==> config.mk <==
export PLATFORM = sky130hd
export DESIGN_NAME = rau_operand
export DESIGN_NICKNAME = d
export VERILOG_FILES = /design/src/rau_pkg.sv /design/src/rau_operand.sv
export SDC_FILE = /design/constraint.sdc
export NUM_CORES = 1
export LEC_CHECK = 0
export BUFFER_PORTS_ARGS = -buffer_cell sky130_fd_sc_hd__buf_2
export CAP_MARGIN = 20
export CORE_ASPECT_RATIO = 0.75
export CORE_MARGIN = 5
export CORE_UTILIZATION = 43
export DETAILED_ROUTE_END_ITERATION = 16
export PLACE_DENSITY_LB_ADDON = 0.2
export SYNTH_ARGS = -nofsm -noshare
export SYNTH_HDL_FRONTEND = slang
export SYNTH_SLANG_ARGS = --single-unit
==> constraint.sdc <==
create_clock -name vclk -period 2.2
set_input_delay 0 -clock vclk [all_inputs]
set_output_delay 0 -clock vclk [all_outputs]
set_load 0.005 [all_outputs]
==> src/rau_pkg.sv <==
// ----------------------------------------------------------------------------
// Rational arithmetic unit package
// Shared types, codes and fixed field widths for the rational arithmetic unit.
// ----------------------------------------------------------------------------
package rau_pkg;

    // Fixed widths of the transaction fields
    localparam int DATA_BITS = 32;
    localparam int DEN_BITS  = 31;

    typedef enum logic [1:0] {
        OP_ADD = 2'd0,
        OP_SUB = 2'd1,
        OP_MUL = 2'd2,
        OP_INV = 2'd3
    } op_t;

    typedef enum logic [1:0] {
        ST_OK       = 2'd0,
        ST_DIV_ZERO = 2'd1,
        ST_OVERFLOW = 2'd2
    } status_t;

    // Top level sequencer
    typedef enum logic [2:0] {
        S_IDLE,
        S_MUL,
        S_COMB,
        S_RED,
        S_OUT
    } top_state_t;

    // Reduction sequencer
    typedef enum logic [2:0] {
        R_IDLE,
        R_GCD,
        R_SHL,
        R_DIV_NUM,
        R_DIV_DEN,
        R_DONE
    } red_state_t;

endpackage

==> src/rau_operand.sv <==
// ----------------------------------------------------------------------------
// Operand normalizer
// Reads a fraction as sign and magnitude with a positive, nonzero denominator.
// ----------------------------------------------------------------------------
module rau_operand #(
    parameter int WORD_BITS = 32
) (
    input  logic [rau_pkg::DATA_BITS-1:0] raw_num,
    input  logic [rau_pkg::DATA_BITS-1:0] raw_den,
    output logic                          num_neg,
    output logic [WORD_BITS-1:0]          num_mag,
    output logic [WORD_BITS-1:0]          den_mag
);
    import rau_pkg::*;

    logic [WORD_BITS-1:0] n_word;
    logic [WORD_BITS-1:0] d_word;
    logic [WORD_BITS-1:0] d_abs;
    logic                 n_sign;
    logic                 d_sign;

    // Take magnitudes, move the denominator sign to the numerator
    always_comb
    begin
        n_word  = raw_num[WORD_BITS-1:0];
        d_word  = raw_den[WORD_BITS-1:0];
        n_sign  = n_word[WORD_BITS-1];
        d_sign  = d_word[WORD_BITS-1];
        num_mag = n_sign ? (WORD_BITS'(0) - n_word) : n_word;
        d_abs   = d_sign ? (WORD_BITS'(0) - d_word) : d_word;
        if (d_abs == '0)
        begin
            den_mag = WORD_BITS'(1);
        end
        else
        begin
            den_mag = d_abs;
        end
        num_neg = (n_sign ^ d_sign) && (num_mag != '0);
    end

endmodule

==> impl_metrics.toml, run 1 <==
[power]
vdd_drop_max_mv = 0.123
p_sw_mw = 0.382
switching_share = 0.506
pwr-share-clk = 0
p_leak_nw = 1.79
intPower_mw = 0.372
seq_power_share = 0
combinationalPowerShare = 1.000
powerDensity_nw_per_um2 = 185

[final_layout]
final_common_cell = "buf_2"
fin_util = 0.819
n_sequential_cell = 0
final_design_area_no_fill_um2 = 4080
synthToLayoutAreaGrowth_pct = 80.8
fillCellCount = 349
register_area_um2 = 0
diodes = 0
layout_common_cells = "121 x buf_2, 99 x buf_4, 46 x xnor2_1"
nets = 608
drive_above_1_share = 0.551
n_clock_buffer = 0

[sta]
setup_viol = 2
rsz0062_at_grt = "true"
finalHoldViolations = 0
slew_viol_final = 0
tns_ps = -139
fmax_ghz = 0.439
fin_crit_sh = 1.04
fin_ws_ps = -78.3
worst_pin_slew_ps = 487
final.min_clock_period_ps = 2280
relSlewSlack = 0.676

[min_path]
holdCritStartpoint = "raw_den[23]"
hold_class = "input pin to output pin"

[status]
status = "finished with violations"
violations = "negative setup slack"

[setup_path]
critPathKind = "input pin to output pin"
critPathLaunchType = "input pin"
cp-end-kind = "output pin"
critPathMaxStageDelay_ps = 520
startpoint = "raw_num[0]"
crit_chain = "buf_8 -> buf_4 -> or4_4 -> buf_4 -> or3_4 -> and4_1 -> nor3_4 -> nor4_2 -> and4b_1 -> a31oi_1 -> buf_2"
arrival_ps = 2280
crit_top_cell = "buf_4"
cp_slowest_cell = "or4_4"
cp_max_fo = 6
cp_data_required_time_ps = 2200

[global_route]
antenna_found_initial = 0
grt_max_degree = 25
grt_pass1_wl_mm = 15.6
track_usage = 0.272
gr-total-overflow = 0
grt_pass1_vias = 3280

[floorplan]
die_h_um = 72.7
boundaryPins = 129
die_width_um = 93.7
rows = 22
initial_core_util = 0.453
die-area_um2 = 6810
coreArea_um2 = 4980

[detailed_routing]
drc = 0
vias = 3614
firstDrtPassIters = 5
wl_per_cell_um = 17.1
routed_via_density = 5.91
drt_iter0_drc = 248
ant_nets = 0
wl_mm = 10.5

[logic_synthesis]
muxShareOfSynthArea = 0.00887
avgSynthCellArea_um2 = 6.74
synth_area_leaders = "xnor2_1 19%, nor3_1 5.1%, o31ai_1 5.0%"
netlist.area_leader.share = 0.190
synth_top_family_by_area = "simple AND/OR/NAND/NOR gates"
yosysSeqAreaShare = 0
yosys.area_share.simple = 0.399
synth_cell_type_count = 58
synth_top_area_cell = "xnor2_1"
ys_warn_count = 0
synthCells = 335
netlist_area_um2 = 2260
synth_nets = 402
synth-compound-area-share = 0.248
synth-adder-area-share = 0.0166
yosys.area_share.xor_xnor = 0.233

[flow_run]
maxCapViolCount = 0

[clock_tree]
postCtsHoldBufs = 0

[placed_design]
gp_congestion = 0.889
io_buffers = 129
placed_area_um2 = 3410
hpwl_mm = 7.17
[cells in the mapped netlist (7+ instances only)]
master	n
a21oi_1	9
clkbuf_1	21
inv_1	9
nand2_1	23
nand2b_1	7
nand3_1	7
nand4_1	9
nor2_1	19
nor3_1	23
nor4_1	14
o21ai_0	19
o31ai_1	15
o41ai_1	10
or3_1	11
or4_1	8
xnor2_1	49
xor2_1	11
[logic make-up after synthesis]
logic type,after synthesis
and+or+nand+nor,152
AOI/OAI and AO/OA,77
xor gates and xnor gates,60
buffers and inverters,41
adders and majority gates,3
muxes,2
[layout make-up]
cell class,instances,area [µm²],area share
Inverter,9,48.8,0.0120
Multi-Input combinational cell,294,2400,0.588
Tap cell,72,90.1,0.0221
Timing Repair Buffer,236,1540,0.377
[path summary, 6_finish.rpt]
check  cells after the start     endpoint
max                       11      num_neg
min                        3  den_mag[23]
[worst max-delay path, delay by kind of cell]
kind | cells | cell delay (ps)
simple gates | 6 | 1550
compound gates | 1 | 170
buf+inv | 4 | 570
[power by group through the flow]
stage	registers [mW]	logic (mW)	clock network (mW)
after floorplan	0	0.309	0
after global placement	0	0.618	0
after detailed placement	0	0.628	0
after CTS	0	0.680	0
after global routing	0	0.811	0
final	0	0.754	0
[repair_timing]
action | in CTS | in global routing
cloned | 0 | 0
endpoints found under the setup margin | 5 | 5
pin swaps | 23 | 33
resized for setup | 40 | 51
buffers inserted | 20 | 9
hold endpoints to repair | 0 | 0
[routing by layer]
layer  global-route usage  wire [µm]
met2                0.469       4880
met4               0.0561        320
met5                    0          0
met3               0.0289        960
met1                0.367       4300
[metrics by stage]
| step | setup slack [ps] | cells | hold WS, ps | total power, mW |
|---|---|---|---|---|
| global route | -174 | 611 | 317 | 0.811 |
| detailed placement | -273 | 582 | 306 | 0.628 |
| CTS | -140 | 602 | 276 | 0.680 |
| global placement | -210 | 582 | 297 | 0.618 |
| finish | -78.3 | 611 | 295 | 0.754 |
| floorplan | 9.27 | 335 | 41.2 | 0.309 |
Power figures use the tool's default switching activity.
==> run 2: changes to the inputs <==
--- a/config.mk
+++ b/config.mk
@@ -11,7 +11,9 @@
 export CORE_MARGIN = 5
 export CORE_UTILIZATION = 43
 export DETAILED_ROUTE_END_ITERATION = 16
-export PLACE_DENSITY_LB_ADDON = 0.2
+export MAX_ROUTING_LAYER = met4
+export PLACE_DENSITY = 0.82
+export SLEW_MARGIN = 20
 export SYNTH_ARGS = -nofsm -noshare
 export SYNTH_HDL_FRONTEND = slang
 export SYNTH_SLANG_ARGS = --single-unit
==> impl_metrics.toml, run 2 (synthesis gave the netlist of run 1 again) <==
[sta]
fin_ws_ps = -147
final.min_clock_period_ps = 2350
slew_viol_final = 0
fmax_ghz = 0.426
fin_crit_sh = 1.07
finalHoldViolations = 0
relSlewSlack = 0.657
rsz0062_at_grt = "true"
worst_pin_slew_ps = 508
worst_hold_slack_ps = 245
setup_viol = 3

[placed_design]
io_buffers = 129
gp_congestion = 1.04
dpl_worst_slack_ps = -353
hpwl_mm = 8.33

[final_layout]
layout_common_cells = "128 x buf_2, 97 x buf_4, 48 x xnor2_1"
n_clock_buffer = 0
drive_above_1_share = 0.510
diodes = 0
final_common_cell = "buf_2"
nets = 602
n_sequential_cell = 0
register_area_um2 = 0
synthToLayoutAreaGrowth_pct = 67.1

[detailed_routing]
firstDrtPassIters = 5
wl_mm = 10.4
ant_nets = 0
wl_per_cell_um = 17.2
drt_iter0_drc = 323
vias = 3541
drc = 0
routed_via_density = 5.85

[status]
status = "finished with violations"
violations = "negative setup slack"

[setup_path]
crit_top_cell = "buf_2"
path_buf_inv = 3
critPathKind = "input pin to output pin"
crit_chain = "buf_2 -> inv_1 -> ha_1 -> or3b_4 -> or3_4 -> o41a_1 -> xor2_1 -> nor2_1 -> and4b_1 -> a31oi_1 -> buf_2"
cp_data_required_time_ps = 2200
cp_slowest_cell = "o41a_1"
cp-end-kind = "output pin"
arrival_ps = 2350
path_delay_family = "simple AND/OR/NAND/NOR gates"
critPathLaunchType = "input pin"
critPathMaxStageDelay_ps = 410
cp_max_fo = 8

[flow_run]
maxCapViolCount = 0

[power]
powerDensity_nw_per_um2 = 192
vdd_drop_max_mv = 0.161
power_mw = 0.725
p_leak_nw = 1.66

[floorplan]
rows = 22
die_h_um = 72.7
die-area_um2 = 6810
initial_core_util = 0.453
coreArea_um2 = 4980
boundaryPins = 129
die_width_um = 93.7

[global_route]
track_usage = 0.292
gr-total-overflow = 0
grt_pass1_vias = 3267
antenna_found_initial = 0
grt_max_degree = 33
grt_pass1_wl_mm = 16.0

[clock_tree]
postCtsHoldBufs = 0

[min_path]
hold_class = "input pin to output pin"
-- run 2: through the flow --
stage | cell area (µm²) | TNS, ps | std cells | util
4_1_cts | 3700 | -292 | 604 | 0.743
2_1_floorplan | 2260 | 0 | 335 | -
3_3_place_gp | 3560 | -1070 | 602 | 0.714
3_5_place_dp | 3560 | -1410 | 602 | 0.714
5_1_grt | 3770 | -615 | 605 | 0.757
6_report | 3770 | -321 | 605 | 0.757
-- run 2: path summary, 6_finish.rpt --
kind / startpoint / end / slack (ps) / cells after the start
max: raw_num[0] / num_neg / -150 / 11
min: raw_num[0] / num_mag[0] / 240 / 2
-- run 2: layer usage --
layer / vias to the layer above / track usage / part of all wire
li1: 1672 / - / -
met1: 1645 / 0.409 / 0.44
met2: 198 / 0.460 / 0.45
met3: 26 / 0.0320 / 0.091
met4: 0 / 0.0449 / 0.017
met5: - / - / 0
-- run 2: timing repair --
| item | CTS | global route |
|---|---|---|
| gates resized for setup | 26 | 11 |
| endpoints found under the setup margin | 7 | 5 |
| hold endpoints to repair | 0 | 0 |
| setup buffers | 2 | 1 |
| pin swaps | 19 | 5 |
-- run 2: layout make-up --
| type | instances | area, µm² |
|---|---|---|
| repair buffers | 230 | 1430 |
| well taps | 72 | 90.1 |
| fillers | 414 | 1210 |
| inverters | 9 | 33.8 |
| multi-input cells | 294 | 2220 |
-- run 2: power by group --
group | internal, mW | switching (mW)
sequential | 0 | 0
clock | 0 | 0
combinational | 0.356 | 0.370
total | 0.356 | 0.370
==> run 3: changes to the inputs <==
--- a/config.mk
+++ b/config.mk
@@ -5,14 +5,15 @@
 export SDC_FILE = /design/constraint.sdc
 export NUM_CORES = 1
 export LEC_CHECK = 0
+export ABC_AREA = 1
 export BUFFER_PORTS_ARGS = -buffer_cell sky130_fd_sc_hd__buf_2
 export CAP_MARGIN = 20
 export CORE_ASPECT_RATIO = 0.75
 export CORE_MARGIN = 5
-export CORE_UTILIZATION = 43
+export CORE_UTILIZATION = 44
 export DETAILED_ROUTE_END_ITERATION = 16
 export MAX_ROUTING_LAYER = met4
-export PLACE_DENSITY = 0.82
+export PLACE_DENSITY = 0.8
 export SLEW_MARGIN = 20
 export SYNTH_ARGS = -nofsm -noshare
 export SYNTH_HDL_FRONTEND = slang
==> impl_metrics.toml, run 3 <==
[status]
status = "finished, final reports clean"

[floorplan]
die_width_um = 98.7
initial_core_util = 0.451
die_h_um = 76.6
coreArea_um2 = 5770
rows = 24
boundaryPins = 129
die-area_um2 = 7560

[sta]
finalHoldViolations = 0
worst_pin_slew_ps = 512
fmax_ghz = 0.507
tns_ps = 0
rsz0062_at_grt = "false"
slew_viol_final = 0
relSlewSlack = 0.655
fin_crit_sh = 0.896
setup_viol = 0
final.min_clock_period_ps = 1970

[detailed_routing]
firstDrtPassIters = 5
ant_nets = 0
vias = 4030
drt_iter0_drc = 373
drc = 0
wl_mm = 10.7
routed_via_density = 5.15
wl_per_cell_um = 13.7

[logic_synthesis]
netlist_area_um2 = 2600
ys_warn_count = 0
synth_area_leaders = "nand2_1 35%, nor2_1 16%, inv_1 11%"
synth_cell_type_count = 28
synth.most_common_cell = "nand2_1"
avgSynthCellArea_um2 = 4.46
yosysSeqAreaShare = 0
synth_nets = 650
netlist.area_leader.share = 0.347
synth_top_area_cell = "nand2_1"
synth_commonest_cells = "240 x nand2_1, 112 x nor2_1, 73 x inv_1"
synthCells = 583

[global_route]
gr-total-overflow = 0
grt_use_met1 = 0.428
track_usage = 0.271
grtUsageMet3 = 0.0403
grt_pass1_wl_mm = 16.8
grt_max_degree = 34
busiest_layer = "met1"
antenna_found_initial = 0
grt_pass1_vias = 3410
met2_usage = 0.375

[setup_path]
crit_top_cell = "nand2_1"
cp_max_fo = 9
crit_chain = "buf_2 -> inv_1 -> ha_1 -> nand2_1 -> nand2_2 -> nand2_4 -> nor2_8 -> nand2_1 -> nand2_1 -> nand2_1 -> nor2_1 -> nand2_1 -> nor2_1 -> nand3_1 -> nand2_1 -> inv_1 -> buf_2"
critPathMaxStageDelay_ps = 240
cp_slowest_cell = "nor2_1"
cp-end-kind = "output pin"
arrival_ps = 1970
startpoint = "raw_num[0]"
crit_end = "num_neg"
critPathKind = "input pin to output pin"
cp_data_required_time_ps = 2200
critPathLaunchType = "input pin"

[clock_tree]
postCtsHoldBufs = 0
post_cts_buffers = 0
cts_resized = 0

[power]
vdd_drop_max_mv = 0.0923
powerDensity_nw_per_um2 = 189
p_leak_nw = 1.93

[placed_design]
io_buffers = 129
gp_congestion = 1.07
hpwl_mm = 9.36

[final_layout]
layout_common_cells = "240 x nand2_1, 128 x buf_2, 112 x nor2_1"
diodes = 0
n_sequential_cell = 0
fillCellCount = 629
synthToLayoutAreaGrowth_pct = 26.8
fin_util = 0.571
drive_above_1_share = 0.243
register_area_um2 = 0
n_clock_buffer = 0
nets = 773
final_common_cell = "nand2_1"
multiInputGateArea_um2 = 2260

[min_path]
hold_class = "input pin to output pin"

[flow_run]
maxCapViolCount = 0
run 3: cell count changes after synthesis, sizes merged, moves of 24 or more:
cell    before  now
nor2        19  131
nand3        7   56
nand2       23  258
xnor2       49    4
inv          9   75
clkbuf      25    1
run 3: worst max-delay path: cells and delay by family:
kind / cells / cell delay [ps]
and+or+nand+nor: 12 / 1430
buffers and inverters: 4 / 370
adders and majority gates: 1 / 180
run 3: cell families (layout without fill, tap and decap cells):
logic type	after synthesis	count (layout)	share of synthesized area
and+or+nand+nor	464	464	0.780
buffers and inverters	84	205	0.130
AOI/OAI and AO/OA	26	26	0.0549
xor gates and xnor gates	6	6	0.0202
adders and majority gates	3	3	0.0144
run 3: final cells by class:
class,count,share of cell area
Multi-Input combinational cell,499,0.686
Tap cell,78,0.0296
Inverter,75,0.0855
Timing Repair Buffer,130,0.199
run 3: worst min-delay path by stage:
stage | cells after the start | end | from
floorplan | 1 | num_mag[10] | raw_num[10]
global placement | 2 | num_mag[0] | raw_num[0]
detailed placement | 2 | num_mag[0] | raw_num[0]
CTS | 2 | num_mag[0] | raw_num[0]
global route | 2 | num_mag[0] | raw_num[0]
finish | 2 | num_mag[0] | raw_num[0]
run 3: routing by layer:
metal,routed length [µm],vias up
met1,5150,1771
met2,4170,220
li1,-,2033
met3,1330,6
met5,0,-
met4,34,0
run 3: where the power goes:
part	leakage, nW	total, mW	internal (mW)	switching [mW]
Sequential	0	0	0	0
Combinational	1.93	0.622	0.227	0.395
Clock	0	0	0	0
Total	1.93	0.622	0.227	0.395
run 3: stage by stage:
step | setup slack (ps) | std cells | hold WS (ps) | instance area, µm² | total power [mW]
2_1_floorplan | 925 | 583 | 72.2 | 2600 | 0.340
3_3_place_gp | 249 | 782 | 200 | 3290 | 0.606
3_5_place_dp | 230 | 782 | 189 | 3290 | 0.608
4_1_cts | 219 | 782 | 189 | 3290 | 0.611
5_1_grt | 94.8 | 782 | 203 | 3290 | 0.691
6_report | 228 | 782 | 187 | 3290 | 0.622
